`src/rtl/srsw_pkg.sv`:
```
`timescale 1ns / 1ps
// srsw_pkg: shared constants, codes, types and helpers for the
// selective-repeat sender window. No dependencies.
package srsw_pkg;

    localparam int SEQ_COUNT = 20;
    localparam int SEQ_W     = $clog2(SEQ_COUNT);
    localparam int TMR_W     = 8;
    localparam int PKT_W     = 16;
    localparam int WIN_W     = 5;
    localparam int MODE_W    = 2;
    localparam int ACK_W     = 8;
    localparam int KIND_W    = 3;
    localparam int ADDR_W    = 4;
    localparam int DATA_W    = 32;
    localparam int OUT_TDATA_W = ((SEQ_W + PKT_W + 7) / 8) * 8;

    localparam logic [MODE_W-1:0] MODE_START = 2'd0;
    localparam logic [MODE_W-1:0] MODE_SEND  = 2'd1;
    localparam logic [MODE_W-1:0] MODE_ACK   = 2'd2;
    localparam logic [MODE_W-1:0] MODE_TICK  = 2'd3;

    localparam logic [KIND_W-1:0] KIND_IDLE    = 3'd0;
    localparam logic [KIND_W-1:0] KIND_NEW     = 3'd1;
    localparam logic [KIND_W-1:0] KIND_RESEND  = 3'd2;
    localparam logic [KIND_W-1:0] KIND_REFUSED = 3'd3;
    localparam logic [KIND_W-1:0] KIND_DONE    = 3'd4;
    localparam logic [KIND_W-1:0] KIND_IGNORED = 3'd5;

    localparam logic [1:0] REG_WINDOW  = 2'd0;
    localparam logic [1:0] REG_TIMEOUT = 2'd1;
    localparam logic [1:0] REG_TOTAL   = 2'd2;

    localparam logic [WIN_W-1:0] WINDOW_RST  = 5'd7;
    localparam logic [TMR_W-1:0] TIMEOUT_RST = 8'd16;
    localparam logic [PKT_W-1:0] TOTAL_RST   = 16'd0;

    typedef enum logic [4:0] {
        ST_IDLE   = 5'b00001,
        ST_DECODE = 5'b00010,
        ST_SLIDE  = 5'b00100,
        ST_SCAN   = 5'b01000,
        ST_FLUSH  = 5'b10000
    } state_t;

    typedef logic [SEQ_W-1:0] seq_t;

    function automatic seq_t seq_inc(input seq_t s);
        seq_t r;
        if (s == seq_t'(SEQ_COUNT - 1))
            r = '0;
        else
            r = s + seq_t'(1);
        return r;
    endfunction

    // (to - from) mod SEQ_COUNT, both operands below SEQ_COUNT
    function automatic seq_t seq_dist(input seq_t from, input seq_t to);
        logic [SEQ_W:0] sum;
        logic [SEQ_W:0] r;
        sum = {1'b0, to} + (SEQ_W+1)'(SEQ_COUNT) - {1'b0, from};
        if (sum >= (SEQ_W+1)'(SEQ_COUNT))
            r = sum - (SEQ_W+1)'(SEQ_COUNT);
        else
            r = sum;
        return r[SEQ_W-1:0];
    endfunction

endpackage

```
`src/rtl/selective_repeat_sender_window.sv`:
```
`timescale 1ns / 1ps
// selective_repeat_sender_window: selective-repeat ARQ sender window with
// per-sequence ack flags and retransmit timers, scanned by one sequencer.
// Depends on srsw_pkg.
//
//  channel   | dir | handshake               | payload
//  ----------+-----+-------------------------+------------------------------------
//  s_ (in)   | in  | s_tvalid / s_tready     | s_tuser = mode, s_tdata = ack_seq
//  m_ (out)  | out | m_tvalid / m_tready     | m_tuser = kind, m_tdata = seq, packet
//            |     |                         | index, m_tlast = last
//  apb cfg   | in  | psel/penable/pwrite     | paddr, pwdata, prdata, pready
//
// Start, send, an ignored ack and an ack off the base pass through accept, then decode.
// An ack at the base walks the slide one entry a cycle up to the new base.
// A tick scans the outstanding entries one timer a cycle, except where an expiry waits on a stalled output.
// The output register frees the input side; a stalled m_tready holds the
// sequencer only where a further result must be written.
// rst_n clears the window, flags to one, timers to zero, registers to defaults.
module selective_repeat_sender_window
    import srsw_pkg::*;
(
    input  logic                    clk,
    input  logic                    rst_n,
    input  logic                    s_tvalid,
    output logic                    s_tready,
    input  logic [ACK_W-1:0]        s_tdata,   // [7:0] ack_seq
    input  logic [MODE_W-1:0]       s_tuser,   // [1:0] mode
    output logic                    m_tvalid,
    input  logic                    m_tready,
    output logic [OUT_TDATA_W-1:0]  m_tdata,   // [4:0] seq, [20:5] packet_index, rest zero
    output logic [KIND_W-1:0]       m_tuser,   // [2:0] kind
    output logic                    m_tlast,   // last
    input  logic                    psel,
    input  logic                    penable,
    input  logic                    pwrite,
    input  logic [ADDR_W-1:0]       paddr,
    input  logic [DATA_W-1:0]       pwdata,
    output logic [DATA_W-1:0]       prdata,
    output logic                    pready
);

    state_t                 state_reg, state_next;
    logic [WIN_W-1:0]       window_reg;
    logic [TMR_W-1:0]       timeout_reg;
    logic [PKT_W-1:0]       total_reg;

    logic                   flags_reg  [SEQ_COUNT];
    logic                   flags_next [SEQ_COUNT];
    logic [TMR_W-1:0]       timer_reg  [SEQ_COUNT];
    logic [TMR_W-1:0]       timer_next [SEQ_COUNT];
    seq_t                   base_reg, base_next;
    seq_t                   nseq_reg, nseq_next;
    logic [PKT_W-1:0]       npkt_reg, npkt_next;

    logic [MODE_W-1:0]      mode_reg;
    logic [ACK_W-1:0]       ack_reg;
    seq_t                   scan_reg, scan_next;
    seq_t                   rem_reg, rem_next;
    logic                   pend_valid_reg, pend_valid_next;
    seq_t                   pend_seq_reg, pend_seq_next;
    logic [PKT_W-1:0]       pend_pkt_reg, pend_pkt_next;

    logic                   out_valid_reg, out_valid_next;
    logic [KIND_W-1:0]      out_kind_reg, out_kind_next;
    seq_t                   out_seq_reg, out_seq_next;
    logic [PKT_W-1:0]       out_pkt_reg, out_pkt_next;
    logic                   out_last_reg, out_last_next;
    logic                   out_load;

    logic                   out_free;
    logic                   in_acc;
    logic                   cfg_we;
    seq_t                   count;
    seq_t                   ack_s;
    logic                   ack_ok;
    logic                   grant;
    logic [TMR_W:0]         aged;
    logic                   expire;
    logic [PKT_W-1:0]       pkt_scan;

    assign pready   = 1'b1;
    assign s_tready = (state_reg == ST_IDLE);
    assign in_acc   = s_tvalid & s_tready;
    assign cfg_we   = psel & penable & pwrite & pready;
    assign out_free = !out_valid_reg || m_tready;

    assign m_tvalid = out_valid_reg;
    assign m_tuser  = out_kind_reg;
    assign m_tlast  = out_last_reg;
    assign m_tdata  = OUT_TDATA_W'({out_pkt_reg, out_seq_reg});

    always_comb
    begin
        case (paddr[3:2])
            REG_WINDOW:  prdata = DATA_W'(window_reg);
            REG_TIMEOUT: prdata = DATA_W'(timeout_reg);
            REG_TOTAL:   prdata = DATA_W'(total_reg);
            default:     prdata = '0;
        endcase
    end

    assign count    = seq_dist(base_reg, nseq_reg);
    assign ack_s    = ack_reg[SEQ_W-1:0];
    assign ack_ok   = ({1'b0, ack_reg} < (ACK_W+1)'(SEQ_COUNT))
                      && (seq_dist(base_reg, ack_s) < count);
    assign grant    = ({1'b0, count} < (WIN_W+1)'(window_reg)) && flags_reg[nseq_reg]
                      && (npkt_reg < total_reg);
    assign aged     = {1'b0, timer_reg[scan_reg]} + (TMR_W+1)'(1);
    assign expire   = aged > {1'b0, timeout_reg};
    assign pkt_scan = npkt_reg - PKT_W'(rem_reg);

    always_comb
    begin
        state_next      = state_reg;
        flags_next      = flags_reg;
        timer_next      = timer_reg;
        base_next       = base_reg;
        nseq_next       = nseq_reg;
        npkt_next       = npkt_reg;
        scan_next       = scan_reg;
        rem_next        = rem_reg;
        pend_valid_next = pend_valid_reg;
        pend_seq_next   = pend_seq_reg;
        pend_pkt_next   = pend_pkt_reg;
        out_load        = 1'b0;
        out_kind_next   = out_kind_reg;
        out_seq_next    = out_seq_reg;
        out_pkt_next    = out_pkt_reg;
        out_last_next   = out_last_reg;

        case (state_reg)
            ST_IDLE:
            begin
                if (in_acc)
                    state_next = ST_DECODE;
            end
            ST_DECODE:
            begin
                case (mode_reg)
                    MODE_START:
                    begin
                        if (out_free)
                        begin
                            for (int i = 0; i < SEQ_COUNT; i++)
                            begin
                                flags_next[i] = 1'b1;
                                timer_next[i] = '0;
                            end
                            base_next     = '0;
                            nseq_next     = '0;
                            npkt_next     = '0;
                            out_load      = 1'b1;
                            out_kind_next = KIND_IDLE;
                            out_seq_next  = '0;
                            out_pkt_next  = '0;
                            out_last_next = 1'b1;
                            state_next    = ST_IDLE;
                        end
                    end
                    MODE_SEND:
                    begin
                        if (out_free)
                        begin
                            out_load      = 1'b1;
                            out_last_next = 1'b1;
                            if (grant)
                            begin
                                out_kind_next        = KIND_NEW;
                                out_seq_next         = nseq_reg;
                                out_pkt_next         = npkt_reg;
                                flags_next[nseq_reg] = 1'b0;
                                timer_next[nseq_reg] = TMR_W'(1);
                                nseq_next            = seq_inc(nseq_reg);
                                npkt_next            = npkt_reg + PKT_W'(1);
                            end
                            else
                            begin
                                out_kind_next = KIND_REFUSED;
                                out_seq_next  = '0;
                                out_pkt_next  = '0;
                            end
                            state_next = ST_IDLE;
                        end
                    end
                    MODE_ACK:
                    begin
                        if (out_free)
                        begin
                            if (!ack_ok)
                            begin
                                out_load      = 1'b1;
                                out_kind_next = KIND_IGNORED;
                                out_seq_next  = '0;
                                out_pkt_next  = '0;
                                out_last_next = 1'b1;
                                state_next    = ST_IDLE;
                            end
                            else
                            begin
                                flags_next[ack_s] = 1'b1;
                                timer_next[ack_s] = '0;
                                if (ack_s == base_reg)
                                begin
                                    scan_next  = seq_inc(base_reg);
                                    state_next = ST_SLIDE;
                                end
                                else
                                begin
                                    out_load      = 1'b1;
                                    out_kind_next = KIND_IDLE;
                                    out_seq_next  = '0;
                                    out_pkt_next  = '0;
                                    out_last_next = 1'b1;
                                    state_next    = ST_IDLE;
                                end
                            end
                        end
                    end
                    default:
                    begin
                        scan_next       = base_reg;
                        rem_next        = count;
                        pend_valid_next = 1'b0;
                        state_next      = ST_SCAN;
                    end
                endcase
            end
            ST_SLIDE:
            begin
                if (scan_reg != nseq_reg && flags_reg[scan_reg])
                    scan_next = seq_inc(scan_reg);
                else if (out_free)
                begin
                    base_next     = scan_reg;
                    out_load      = 1'b1;
                    out_kind_next = (scan_reg == nseq_reg && npkt_reg == total_reg)
                                    ? KIND_DONE : KIND_IDLE;
                    out_seq_next  = '0;
                    out_pkt_next  = '0;
                    out_last_next = 1'b1;
                    state_next    = ST_IDLE;
                end
            end
            ST_SCAN:
            begin
                if (rem_reg == '0)
                    state_next = ST_FLUSH;
                else if (flags_reg[scan_reg])
                begin
                    scan_next = seq_inc(scan_reg);
                    rem_next  = rem_reg - seq_t'(1);
                end
                else if (!expire)
                begin
                    timer_next[scan_reg] = aged[TMR_W] ? '1 : aged[TMR_W-1:0];
                    scan_next            = seq_inc(scan_reg);
                    rem_next             = rem_reg - seq_t'(1);
                end
                else if (!pend_valid_reg || out_free)
                begin
                    // earlier expiry goes out now, not last of the item
                    if (pend_valid_reg)
                    begin
                        out_load      = 1'b1;
                        out_kind_next = KIND_RESEND;
                        out_seq_next  = pend_seq_reg;
                        out_pkt_next  = pend_pkt_reg;
                        out_last_next = 1'b0;
                    end
                    pend_valid_next      = 1'b1;
                    pend_seq_next        = scan_reg;
                    pend_pkt_next        = pkt_scan;
                    timer_next[scan_reg] = TMR_W'(1);
                    scan_next            = seq_inc(scan_reg);
                    rem_next             = rem_reg - seq_t'(1);
                end
            end
            ST_FLUSH:
            begin
                if (out_free)
                begin
                    out_load      = 1'b1;
                    out_last_next = 1'b1;
                    if (pend_valid_reg)
                    begin
                        out_kind_next = KIND_RESEND;
                        out_seq_next  = pend_seq_reg;
                        out_pkt_next  = pend_pkt_reg;
                    end
                    else
                    begin
                        out_kind_next = KIND_IDLE;
                        out_seq_next  = '0;
                        out_pkt_next  = '0;
                    end
                    state_next = ST_IDLE;
                end
            end
            default:
            begin
                state_next = ST_IDLE;
            end
        endcase

        if (out_load)
            out_valid_next = 1'b1;
        else if (m_tready)
            out_valid_next = 1'b0;
        else
            out_valid_next = out_valid_reg;
    end

    always_ff @(posedge clk or negedge rst_n)
    begin
        if (!rst_n)
        begin
            state_reg      <= ST_IDLE;
            window_reg     <= WINDOW_RST;
            timeout_reg    <= TIMEOUT_RST;
            total_reg      <= TOTAL_RST;
            for (int i = 0; i < SEQ_COUNT; i++)
            begin
                flags_reg[i] <= 1'b1;
                timer_reg[i] <= '0;
            end
            base_reg       <= '0;
            nseq_reg       <= '0;
            npkt_reg       <= '0;
            scan_reg       <= '0;
            rem_reg        <= '0;
            pend_valid_reg <= 1'b0;
            out_valid_reg  <= 1'b0;
        end
        else
        begin
            state_reg      <= state_next;
            flags_reg      <= flags_next;
            timer_reg      <= timer_next;
            base_reg       <= base_next;
            nseq_reg       <= nseq_next;
            npkt_reg       <= npkt_next;
            scan_reg       <= scan_next;
            rem_reg        <= rem_next;
            pend_valid_reg <= pend_valid_next;
            out_valid_reg  <= out_valid_next;
            if (cfg_we)
            begin
                case (paddr[3:2])
                    REG_WINDOW:  window_reg  <= pwdata[WIN_W-1:0];
                    REG_TIMEOUT: timeout_reg <= pwdata[TMR_W-1:0];
                    REG_TOTAL:   total_reg   <= pwdata[PKT_W-1:0];
                    default:     ;
                endcase
            end
        end
    end

    always_ff @(posedge clk)
    begin
        if (in_acc)
        begin
            mode_reg <= s_tuser;
            ack_reg  <= s_tdata;
        end
        pend_seq_reg <= pend_seq_next;
        pend_pkt_reg <= pend_pkt_next;
        out_kind_reg <= out_kind_next;
        out_seq_reg  <= out_seq_next;
        out_pkt_reg  <= out_pkt_next;
        out_last_reg <= out_last_next;
    end

endmodule

```
`config.mk`:
```
export PLATFORM = sky130hd
export DESIGN_NAME = selective_repeat_sender_window
export DESIGN_NICKNAME = d
export VERILOG_FILES = /design/src/rtl/srsw_pkg.sv /design/src/rtl/selective_repeat_sender_window.sv
export SDC_FILE = /design/constraint.sdc
export NUM_CORES = 1
export LEC_CHECK = 0
export BUFFER_PORTS_ARGS = -buffer_cell sky130_fd_sc_hd__buf_2
export CAP_MARGIN = 5
export CORE_AREA = 2 2 188 190
export DETAILED_ROUTE_END_ITERATION = 7
export DIE_AREA = 0 0 190 192
export GPL_TIMING_DRIVEN = 0
export HOLD_SLACK_MARGIN = 0.05
export PLACE_DENSITY = 0.73
export SLEW_MARGIN = 40
export SYNTH_ARGS = -nofsm -noshare
export SYNTH_HDL_FRONTEND = slang
export SYNTH_SLANG_ARGS = --single-unit
export TNS_END_PERCENT = 1
```
`constraint.sdc`:
```
create_clock -name clk -period 8.25 [get_ports clk]
set_input_delay 0 -clock clk [delete_from_list [all_inputs] [get_ports clk]]
set_output_delay 0 -clock clk [all_outputs]
set_load 0.03 [all_outputs]
```
==> results.ini <==
[timing]
skew_ps=33.26
worst-slew-pin-transition_ps=943.8
period_minus_slack_ps=7266
fmax_ghz=0.1376
hold_viol=0
setup_viol=0
grt_setup_unrepaired=no
final.setup.worst_slack_ps=984.4
slew_headroom_pct=36.60
fin_tns_setup_ps=0
min_period_over_period_pct=88.07
drv_slew=0

[worst_setup_path]
end_kind=flop
cp.required_ps=8520
critPathKind=flop to flop
r2r_slack_ps=980
critPathLaunchType=flop
crit_fanout=10
critPathArrivalTime_ps=7530

[finish]
drive_gt1_share_pct=13.18
stdcell_area_sq_mm=0.02152
diodes=0
utilization_pct=62.77
final_cell_mix=dfrtp_1, nand2_1, a21oi_1
layout.cells.non_filler=2595
n_fill_cell=2836
final_common_cell=dfrtp_1
layout.nets=2240
syn2layout_area_growth_pct=15.02
largest_register_ffs=160

[grt]
antenna_found_initial=0
grt_pass1_wl_mm=99.65
grt_usage_pct=35.86
grt_pass1_vias=16910
grt_max_degree=73
gr-total-overflow=0

[route]
viasPerCell=6.595
wl_met2_mm=29.28
ant_nets=0
wl_mm=64.93
drt-initial-drc-count=1867
vias=17120
drc=0
wire_per_inst_um=25.02
maxUsedRoutingLayer=met4
wl_met1_mm=26.20
drtPass1Iterations=7
wl_met3_mm=5.852

[clock_network]
cts_buffer_depth=3
clock_sinks=308
clk_pin_slew_worst_paths_ps=60
post_cts_buffers=0
clock_latency_ps=580
cts_tree=yes
cts_buffers=37
cts.root.buffer_cell=clkbuf_16
htree_levels=2

[pwr]
max-vdd-ir-drop_mv=0.1847
leakage_uw=0.009210
cellPowerDensity_mw_per_mm2=316.2

[synth]
syn_area_sq_mm=0.01871
synthAdderAreaFrac_pct=5.202
ys_warn_count=0
synth-seq-cells=308
synth_edf_count=56
synth_top_family_by_area=compound AO/OA/AOI/OAI gates
synth_xor_area_share_pct=1.966
synth.distinct_cells=86
synthMuxAreaShare_pct=6.667
synth-compound-area-share_pct=23.37
synthCells=1936
ys.flop_type=dfrtp_1
yosysSeqAreaShare_pct=42.86
synthArstFlopShare_pct=81.82
yosys.area_share.simple_pct=14.22
synth.avg_cell_area_sq_um=9.665

[flow_run]
cap_violations=0

[placement]
portBuffers=76
pre_cts_ws_ps=1359
placed_area_sq_mm=0.01990
place_inst=2493
dp.final_hpwl_mm=47.90
gp_routability_congestion=1.056

[floorplanning]
rows=68
die_area_sq_mm=0.03648
die_w_um=190
start_util_pct=54.57
ios=116
die-height_um=192
core_sq_mm=0.03429

[hold_path]
hold_class=input port to async pin

[status]
outcome=complete, no violations

[cells in the mapped netlist, drive strengths merged (5+ instances only)]
library cell  number  share of area [%]
o221ai             5               0.23
dfrtp            227                 30
o21a               6               0.24
or2                5               0.17
a32oi             21               0.98
mux4              22                2.6
a31oi             19               0.64
xor2              25                1.2
inv               76                1.5
a2bb2oi           41                1.9
nor4              10               0.33
buf               63                2.1
o2bb2ai           40                1.9
o22ai             20               0.67
or3b               6               0.28
or4                7               0.28
edfxtp            56                9.0
a211oi            27                1.2
and3              15               0.50
ha                73                4.9
xnor2             17               0.80
nor2b             18               0.60
nand3             56                1.5
nor2             115                2.3
a22oi             12               0.48
a22o              99                4.6
a21o               9               0.36
a211o             22                1.0
o21ai            129                3.5
a32o              13               0.70
a21boi             6               0.24
nand4             15               0.50
a21oi            116                3.1
nand2            199                4.0
nor3              35                1.0
dfstp             25                3.5
nor3b              7               0.31
nand2b            19               0.64
and2              21               0.70
clkbuf           101                2.0
mux2i             65                3.5
or3               11               0.39
mux2               9               0.54
[kinds of logic after synthesis]
kind of cell               count (synthesis)
DFF                                      308
and+or+nand+nor                          553
xor gates and xnor gates                  42
AOI/OAI and AO/OA                        618
other                                      2
muxes                                     96
adders and majority gates                 76
buffers and inverters                    241
[path summary, 6_finish.rpt]
kind                       cells past startpoint                   endpoint                 startpoint
setup / recovery                              22   out_pkt_reg[9]$_DFFE_PP_    scan_reg[2]$_DFFE_PN0P_
hold / removal                                 2  flags_reg[11]$_DFFE_PN1P_                      rst_n
setup reg to reg                              22   out_pkt_reg[9]$_DFFE_PP_    scan_reg[2]$_DFFE_PN0P_
hold reg to reg                                1  timer_reg[58]$_DFFE_PN0P_  timer_reg[58]$_DFFE_PN0P_
max in group asynchronous                      4   timer_reg[4]$_DFFE_PN0P_                      rst_n
min in group clk                               2       ack_reg[7]$_DFFE_PP_                 s_tdata[7]
[routing by layer]
layer | vias to the layer above | GRT usage (%)
li1 | 7511 | -
met1 | 8363 | 46.55
met2 | 1035 | 57.16
met3 | 206 | 6.578
met4 | 0 | 19.44
met5 | - | 0
[where the power goes]
part / switching [uW] / internal (uW) / total (uW)
Clock: 686 / 1030 / 1710
Sequential: 186 / 1800 / 1980
Combinational: 2070 / 1040 / 3110
Total: 2940 / 3860 / 6800
[final cells by class]
class / instances / area [sq um] / area share, %
buffer: 164 / 775.7 / 3.604
clock inverter: 12 / 186.4 / 0.8662
inverter: 77 / 289.0 / 1.343
timing repair buffer: 118 / 865.8 / 4.023
clock buffer: 56 / 1067 / 4.959
tap: 455 / 569.3 / 2.645
sequential: 308 / 8019 / 37.26
multi-input combinational: 1405 / 9749 / 45.30
[worst max-delay path, stage by stage, from the launching register on]
cell      delay, ps
dfrtp_1         420
clkbuf_1        390
nand2_1         160
nor2_1          480
clkbuf_1        480
a21oi_1         120
o211a_1         200
a311oi_1        610
nand3b_1        170
xnor2_1         530
ha_1            360
nand2_1          90
nor3_1           70
or4_1           540
a21oi_1         240
nor2_1          150
o21a_1          130
clkbuf_1        270
nor4_1          350
o22ai_1         190
nor3_2          550
buf_4           280
buf_4           170
[metrics by stage]
step	total power [uW]	hold WS [ps]
after floorplan	3992	-295.6
after global placement	4884	176.4
after detailed placement	4977	1.886
after CTS	6712	108.9
after global routing	7108	132.1
final	6805	125.6
[what timing repair did]
action,in CTS,in global routing
endpoints found under the hold margin,176,0
hold buffers,34,0
endpoints found under the setup margin,0,0
resized for setup,0,0
(Power assumes the default switching activity.)
